### src/tfd_pkg.sv
// shared types, codes and channel scaling tables for the texel format decoder
package tfd_pkg;

   localparam int PAL_DEPTH = 256;
   localparam int PAL_AW    = $clog2(PAL_DEPTH);
   localparam int IDX_W     = 8;

   localparam logic [2:0] TF_RGB565   = 3'd0;
   localparam logic [2:0] TF_ARGB1555 = 3'd1;
   localparam logic [2:0] TF_ARGB4444 = 3'd2;
   localparam logic [2:0] TF_ARGB8888 = 3'd3;
   localparam logic [2:0] TF_INDEX4   = 3'd4;
   localparam logic [2:0] TF_INDEX8   = 3'd5;

   localparam logic OP_DECODE = 1'b0;
   localparam logic OP_LOAD   = 1'b1;

   localparam logic REG_TEXEL_FORMAT   = 1'b0;
   localparam logic REG_PALETTE_FORMAT = 1'b1;

   typedef enum logic [1:0] {
      PF_RGB565,
      PF_ARGB1555,
      PF_ARGB4444,
      PF_ARGB8888
   } pal_fmt_type;

   typedef struct packed {
      logic [7:0] alpha;
      logic [7:0] blue;
      logic [7:0] green;
      logic [7:0] red;
   } pixel_type;

   typedef logic [15:0][7:0] lut4_type;
   typedef logic [31:0][7:0] lut5_type;
   typedef logic [63:0][7:0] lut6_type;

   function automatic lut4_type make_lut4();
      lut4_type t;
      for (int i = 0; i < 16; i++) begin
         t[i] = 8'(i * 255 / 15);
      end
      return t;
   endfunction

   function automatic lut5_type make_lut5();
      lut5_type t;
      for (int i = 0; i < 32; i++) begin
         t[i] = 8'(i * 255 / 31);
      end
      return t;
   endfunction

   function automatic lut6_type make_lut6();
      lut6_type t;
      for (int i = 0; i < 64; i++) begin
         t[i] = 8'(i * 255 / 63);
      end
      return t;
   endfunction

   localparam lut4_type SCALE4_LUT = make_lut4();
   localparam lut5_type SCALE5_LUT = make_lut5();
   localparam lut6_type SCALE6_LUT = make_lut6();

endpackage

### src/tfd_direct_dec.sv
// direct colour word expansion to rgba8888
module tfd_direct_dec (
   input  tfd_pkg::pal_fmt_type fmt,
   input  logic [31:0]          word,
   output tfd_pkg::pixel_type   pixel
);
   import tfd_pkg::*;

   always_comb begin
      pixel = pixel_type'(word);
      case (fmt)
         PF_RGB565: begin
            pixel.red   = SCALE5_LUT[word[15:11]];
            pixel.green = SCALE6_LUT[word[10:5]];
            pixel.blue  = SCALE5_LUT[word[4:0]];
            pixel.alpha = 8'hFF;
         end
         PF_ARGB1555: begin
            pixel.red   = SCALE5_LUT[word[14:10]];
            pixel.green = SCALE5_LUT[word[9:5]];
            pixel.blue  = SCALE5_LUT[word[4:0]];
            pixel.alpha = {8{word[15]}};
         end
         PF_ARGB4444: begin
            pixel.red   = SCALE4_LUT[word[11:8]];
            pixel.green = SCALE4_LUT[word[7:4]];
            pixel.blue  = SCALE4_LUT[word[3:0]];
            pixel.alpha = SCALE4_LUT[word[15:12]];
         end
         PF_ARGB8888: begin
            pixel = pixel_type'(word);
         end
         default: begin
            pixel = pixel_type'(word);
         end
      endcase
   end

endmodule

### config.mk
export PLATFORM = sky130hd
export DESIGN_NAME = tfd_direct_dec
export DESIGN_NICKNAME = d
export VERILOG_FILES = /design/src/tfd_pkg.sv /design/src/tfd_direct_dec.sv
export SDC_FILE = /design/constraint.sdc
export NUM_CORES = 1
export LEC_CHECK = 0
export BUFFER_PORTS_ARGS = -buffer_cell sky130_fd_sc_hd__buf_2
export CAP_MARGIN = 10
export CORE_ASPECT_RATIO = 1.75
export CORE_MARGIN = 2
export CORE_UTILIZATION = 23
export DETAILED_ROUTE_END_ITERATION = 8
export PLACE_DENSITY = 0.47
export SYNTH_ARGS = -nofsm -noshare
export SYNTH_HDL_FRONTEND = slang
export SYNTH_SLANG_ARGS = --single-unit
### constraint.sdc
create_clock -name vclk -period 2.2
set_input_delay 0.22 -clock vclk [all_inputs]
set_output_delay 0.22 -clock vclk [all_outputs]
set_load 0.02 [all_outputs]
Word level (Yosys, flattened, before mapping)
Memory sizes are Yosys's and may differ from the RTL's. Cells that the tools add are included.

Equal/unequal tests: 3. Add/sub/neg operators: 0. Magnitude comparators: 9. Shift operators: 0. Reductions and logical operators: 1. Multipliers: 0. Bitwise logic cells: 0. Divide/modulo/power cells: 0. Muxes and demuxes: 10.

Operators by type and width (number): $pmux W32 S4 (1); $mux W8 (9); $lt A5 B6 Y1 const B (4); $lt A4 B5 Y1 const B (4); $lt A6 B7 Y1 const B (1); $eq A2 B2 Y1 const B (2); $eq A2 B1 Y1 const B (1); $logic_not A2 Y1 (1).

Register bits after elaboration: 0. Input bits: 34. ROM bits: 2048. Memories: 9. Latch bits: 0. Word-level logic and storage cells: 32. Bits in writable memories: 0.

Memory list: (name not given) (words 64, width 8, rd ports 1, clocked after memory_dff 0, write ports 0, line tfd_direct_dec.sv:14) `pixel.green = SCALE6_LUT[word[10:5]];`; (name not given) (words 32, width 8, rd ports 1, clocked after memory_dff 0, write ports 0, line tfd_direct_dec.sv:21) `pixel.blue = SCALE5_LUT[word[4:0]];`; (name not given) (words 32, width 8, rd ports 1, clocked after memory_dff 0, write ports 0, line tfd_direct_dec.sv:20) `pixel.green = SCALE5_LUT[word[9:5]];`; (name not given) (words 32, width 8, rd ports 1, clocked after memory_dff 0, write ports 0, line tfd_direct_dec.sv:19) `pixel.red = SCALE5_LUT[word[14:10]];`; (name not given) (words 32, width 8, rd ports 1, clocked after memory_dff 0, write ports 0, line tfd_direct_dec.sv:13) `pixel.red = SCALE5_LUT[word[15:11]];`; (name not given) (words 16, width 8, rd ports 1, clocked after memory_dff 0, write ports 0, line tfd_direct_dec.sv:28) `pixel.alpha = SCALE4_LUT[word[15:12]];`; 3 more memories.

Depth between registers and ports, before layout
Gate-level depths: netlist (run 1).

Depth after elaboration: 3. Depth in mapped cells: 6.

Least setup slack after synthesis (run 1)
No wires, ideal clock.

Kind: input to output. From: input port word[9]. To: output port pixel[9] in the netlist's numbering. Slack: 695 ps. Required time: 1980 ps. Arrival: 1285 ps. Buffers on the path: 1. Stages: 3. Cell sequence: buf_2 -> or4_1 -> a31oi_1.

RTL lines: start: declaration (line tfd_direct_dec.sv:4) `input logic [31:0] word,`; end: declaration (line tfd_direct_dec.sv:5) `output tfd_pkg::pixel_type pixel`.

==> results by group, run 1 <==
Placed design
  – Placer Congestion: 0.811
  – IO Port Bufs: 66
  – Inst Count DP: 267
  – Post-DP HPWL: 3.15 mm

Die
  – CORE AREA: 4930 um^2
  – Die Y: 98.2 um
  – Die X: 57.8 um
  – Initial Util: 0.236
  – I/O pin count: 66
  – Rows: 34
  – DIE AREA: 5680 um^2

Logic synthesis
  – Mapped Nets: 197
  – Mapped Area: 1170 um^2
  – Syn Inst Count: 163
  – Synth cell types: 44
  – Warnings from Yosys: 0
  – Sequential fraction of the synthesis area: 0
  – Mean post-synth cell area: 7.15 um^2

Worst setup path
  – Critical path class: input port to output port
  – Top fanout value on the critical path: 13
  – CP Launch Type: input port
  – Worst endpoint required time: 1.98 ns
  – CP arrival: 1.43 ns
  – CP endpoint: pixel[14]
  – CP startpoint: fmt[0]
  – CP Capture Type: output port

Finish
  – Ant. Diodes: 0
  – Register area: 0 um^2
  – Synth-to-layout area growth: 23.3%
  – FFs & Latches: 0
  – Layout Utilization: 0.291
  – Multi-input gate area: 968 um^2
  – Layout cells sized above 1: 0.390
  – Filler instances: 567
  – Nets@finish: 249
  – # clk buffers: 0
  – Final non-filler cell total: 267

CTS
  – Hold Buf Count CTS: 0
  – # resized after CTS: 0
  – Post-CTS Setup Bufs: 0

Timing
  – Slew margin rel.: 0.766
  – Fmax: 0.606 GHz
  – Tcrit/Tclk final: 0.751
  – RSZ-0062 raised after global routing: false
  – Final hold vios: 0
  – Post-route setup TNS: 0 ns
  – Fin. max-slew vios: 0
  – Hold slack: 0.856 ns
  – Final setup vio count: 0
  – Min cycle time layout: 1.65 ns
  – Least-Margin Pin Slew: 0.346 ns

Global routing
  – Total global routing overflow: 0
  – Largest net degree at the start of global routing: 22
  – Initial antenna violation count: 0
  – Tot GR Track Use: 0.139
  – Vias in the first global route: 1,379
  – First-pass GRT wire length: 6.62 mm

Power and ir drop
  – Maximum vdd drop: 0.104 mV
  – Static Leak: 0.000650 uW
  – Pwr dens: 258 nW/um^2

Min path
  – Worst Hold Class: input port to output port

Route
  – Initial drt markers: 24
  – DR WL/cell: 15.1 um
  – Vias after detailed routing: 1,467
  – Drt via density: 5.49
  – DRC viols: 0
  – WL final: 4.03 mm
  – Routed Antenna Nets: 0
  – TritonRoute pass-1 iters: 4

Outcome
  – Outcome: completed

Job
  – Max-Cap Viols: 0
[per-stage QoR]
stage	area [um^2]	setup WS, ns	power (uW)
5_1_grt	1440	0.392	408
3_3_place_gp	1440	0.554	376
6_report	1440	0.549	372
4_1_cts	1440	0.526	376
3_5_place_dp	1440	0.522	375
2_1_floorplan	1170	0.695	264
[synth_stat cells, drive strengths merged, types with 4 or more instances]
cell type	n	area [um^2]
a211oi	4	35.0
a21oi	26	130
a31oi	4	25.0
buf	12	96.3
clkbuf	9	67.6
inv	9	33.8
mux2i	6	60.1
mux4	9	221
nand2	14	52.6
nor2	12	45.0
nor2b	5	33.8
nor3	5	25.0
o21ai	17	88.8
[placed cells by master (no fill, tap or decap), types with 2 or more instances in the layout]
master	n
buf_4	5
mux2i_1	6
nand2b_1	3
a2111oi_1	2
nor3_1	5
a311oi_1	2
a211oi_1	3
inv_1	6
nor2b_1	4
nand2_1	14
inv_2	3
o311a_1	3
a31oi_1	4
mux4_2	4
mux4_1	5
nor4b_1	2
o21ai_0	15
nand3_1	2
nor2_1	12
o31ai_1	3
a211o_1	2
buf_2	66
a21oi_1	26
[report_power, final]
part           total, uW  switching (uW)  leakage, uW  internal (uW)
Combinational        372             227     0.000650            144
Clock                  0               0            0              0
Sequential             0               0            0              0
[worst min-delay path by stage]
| stage | start | end | slack [ns] | depth (start not counted) |
|---|---|---|---|---|
| after CTS | word[19] | pixel[19] | 0.86 | 4 |
| final | word[19] | pixel[19] | 0.86 | 4 |
| after floorplan | word[3] | pixel[22] | 0.61 | 2 |
| after detailed placement | word[19] | pixel[19] | 0.86 | 4 |
| after global routing | word[22] | pixel[22] | 0.90 | 4 |
| after global placement | word[23] | pixel[23] | 0.86 | 4 |
[worst max-delay path: stages]
cell and delay (ns):
buf_2 0.26, buf_4 0.22, mux4_1 0.56, buf_2 0.18
[area by class of cell]
| type | count | area share |
|---|---|---|
| multi-input combinational | 133 | 0.674 |
| timing repair buffer | 71 | 0.256 |
| tap | 54 | 0.0470 |
| inverter | 9 | 0.0235 |
[cells by family (layout without fill, tap and decap cells)]
logic type      after synthesis  in the layout  synth area share
mux                          15             15             0.241
buf+inv                      30             80             0.170
simple gates                 48             48             0.203
compound gates               70             70             0.386
[layer usage]
layer / track usage / vias to the layer above / wire length [um]
met5: 0 / - / 0
met1: 0.177 / 680 / 1660
met3: 0.00397 / 4 / 178
met2: 0.256 / 50 / 2150
li1: - / 733 / -
met4: 0.0215 / 0 / 34
Note: power is estimated with default switching activity, not from simulation.
==> inputs of run 2 (changes only) <==
- ABC_AREA: default -> 1
- PLACE_DENSITY: 0.47 -> 0.5
- clock period: 2.2 -> 1.4 ns (I/O delays scaled with it)
==> run 2 against run 1 <==
Effect of this change:
- area after synthesis down 10%
- total power up 61%
- utilization up 3.7 points
- die area down 9.9%
- combinational power up 61%
- cell area up 0.52%
- count of clock-buffer cells in the layout unchanged
- setup slack worse by 0.51 ns
- synthesized cell count up 40%
- first-iteration DRC count up 4.2%
- non-clock buffer count up 5
- critical endpoint is now pixel[6]
- largest cell class unchanged
==> results by group, run 2 <==
Logic synthesis
  – Mean post-synth cell area: 4.58 um^2 (-36%)
  – Syn Inst Count: 228 (+40%)
  – Mapped Nets: 262 (+33%)
  – Cell accounting for the most synthesized area: nand2_1
  – Synth top cells by count: nand2_1, nand3_1, inv_1
  – Sequential fraction of the synthesis area: 0 (unchanged)
  – Mapped Area: 1040 um^2 (-10%)
  – Synth top area share: 0.331 (+0.218)
  – Synth cell types: 19 (-57%)
  – Synth top area cells: nand2_1, nand3_1, o21ai_0
  – Warnings from Yosys: 0 (unchanged)
  – Top-count cell post-synth: nand2_1

Worst setup path
  – Critical path class: input port to output port
  – Crit-path cells: buf_2 -> inv_2 -> nand2_1 -> inv_2 -> buf_4 -> a21oi_1 -> o21ai_0 -> buf_2
  – CP Launch Type: input port
  – CP Capture Type: output port
  – Worst path slowest cell: buf_2
  – Worst endpoint required time: 1.26 ns (-0.72 ns)
  – CP arrival: 1.23 ns (-0.20 ns)
  – CP peak stage delay: 0.19 ns (-0.37 ns)
  – Top fanout value on the critical path: 5 (-8)

Placed design
  – Cell Area, Placed: 1430 um^2 (-0.87%)
  – Post-DP HPWL: 3.73 mm (+18%)
  – Placer Congestion: 0.884 (+8.9%)
  – IO Port Bufs: 66 (unchanged)

Route
  – Vias after detailed routing: 1,733 (+18%)
  – Initial drt markers: 25 (+4.2%)
  – Drt via density: 5.02 (-8.6%)
  – Routed Antenna Nets: 0 (unchanged)
  – DR WL/cell: 12.7 um (-16%)
  – DRC viols: 0 (unchanged)
  – WL final: 4.38 mm (+8.7%)
  – TritonRoute pass-1 iters: 4 (unchanged)

Global routing
  – First-pass GRT wire length: 6.93 mm (+4.6%)
  – Initial antenna violation count: 0 (unchanged)
  – Largest net degree at the start of global routing: 13 (-41%)
  – Vias in the first global route: 1,585 (+15%)
  – Total global routing overflow: 0 (unchanged)
  – Tot GR Track Use: 0.171 (+0.0320)

Min path
  – HP Start: word[31]
  – Worst hold path cell count: 4 (unchanged)
  – Hold Crit Endpoint: pixel[31]
  – Worst Hold Class: input port to output port

Power and ir drop
  – Pwr dens: 414 nW/um^2 (+60%)
  – Maximum vdd drop: 0.217 mV (+110%)
  – Static Leak: 0.000843 uW (+30%)

Finish
  – Most frequent cells in the layout: nand2_1, buf_2, nand3_1
  – Final Cell Area: 1450 um^2 (+0.52%)
  – Register area: 0 um^2 (unchanged)
  – Commonest non-fill, non-tap cell in the layout: nand2_1
  – Nets@finish: 330 (+33%)
  – Synth-to-layout area growth: 38.3%
  – Filler instances: 566 (-0.18%)
  – Layout cells sized above 1: 0.289 (-0.101)
  – Ant. Diodes: 0 (unchanged)
  – FFs & Latches: 0 (unchanged)
  – # clk buffers: 0 (unchanged)

Die
  – CORE AREA: 4400 um^2 (-11%)
  – DIE AREA: 5120 um^2 (-9.9%)
  – Initial Util: 0.237 (+0.000908)
  – Rows: 32 (-5.9%)
  – Die X: 54.9 um (-5.0%)
  – I/O pin count: 66 (unchanged)
  – Die Y: 93.2 um (-5.1%)

Outcome
  – Outcome: completed

Timing
  – Fin. max-slew vios: 0 (unchanged)
  – Hold slack: 0.593 ns (-0.263 ns)
  – Least-Margin Pin Slew: 0.321 ns (-0.0247 ns)
  – Final setup vio count: 0 (unchanged)
  – Tcrit/Tclk final: 0.975
  – Final hold vios: 0 (unchanged)
  – Fmax: 0.733 GHz
  – Slew margin rel.: 0.784 (+0.0174)
  – Min cycle time layout: 1.37 ns
  – RSZ-0062 raised after global routing: true

Job
  – Max-Cap Viols: 0 (unchanged)

CTS
  – Hold Buf Count CTS: 0 (unchanged)
run 2: changes by cell type in the layout (fill, tap and decap cells not counted), moves of 6 or more:
cell and change:
buf_4 +6, inv_1 +20, a21oi_1 -13, mux2i_1 -6, nand2_1 +77, nand3_1 +27
run 2: worst max path at each step:
| stage | start | endpoint | slack [ns] | cells past startpoint |
|---|---|---|---|---|
| final | fmt[1] | pixel[6] | 0.03 | 8 |
| after detailed placement | fmt[1] | pixel[10] | 0.02 | 9 |
| after global placement | fmt[1] | pixel[10] | 0.02 | 9 |
| after CTS | fmt[1] | pixel[10] | 0.01 | 9 |
| after floorplan | fmt[1] | pixel[11] | 0.24 | 5 |
| after global routing | fmt[1] | pixel[28] | -0.02 | 7 |
run 2: final cells by class:
class                      instances  area (um^2)  share of cell area
inverter                          31          116              0.0805
multi-input combinational        187          857               0.593
tap                               51         63.8              0.0442
timing repair buffer              76          408               0.282
run 2: kinds of logic (layout without fill, tap and decap cells):
| kind of cell | after synthesis | in the layout | share of synthesized area |
|---|---|---|---|
| AOI/OAI and AO/OA | 46 | 46 | 0.249 |
| buffers and inverters | 41 | 107 | 0.182 |
| and+or+nand+nor | 141 | 141 | 0.569 |
run 2: what timing repair did:
| item | in CTS | in global routing |
|---|---|---|
| setup endpoints to repair | 0 | 13 |
| buffers inserted | 0 | 2 |
| gates resized for setup | 0 | 2 |
run 2: worst max-delay path: cells and delay by family:
family	cells	cell delay [ns]
compound gates	2	0.25
buf+inv	5	0.65
simple gates	1	0.18
run 2: power breakdown:
part	internal, uW	total [uW]	leakage [uW]	switching [uW]
registers	0	0	0	0
clock network	0	0	0	0
logic	206	599	0.000843	392
run 2: per-stage QoR:
stage | util | TNS, ns | total power, uW | worst slack (ns) | instances
final | 0.328 | 0 | 599 | 0.0350 | 345
after global routing | 0.328 | -0.204 | 658 | -0.0249 | 345
after CTS | 0.324 | 0 | 594 | 0.0141 | 343
after detailed placement | 0.324 | 0 | 592 | 0.0196 | 343
after global placement | 0.324 | 0 | 595 | 0.0179 | 343
after floorplan | - | 0 | 378 | 0.245 | 228
run 2: routing by layer:
metal / track usage / part of all wire / up-vias
met1: 0.195 / 0.36 / 790
met4: 0.0285 / 0.0082 / 0
li1: - / - / 879
met3: 0.00799 / 0.044 / 4
met2: 0.329 / 0.59 / 60
met5: 0 / 0 / -
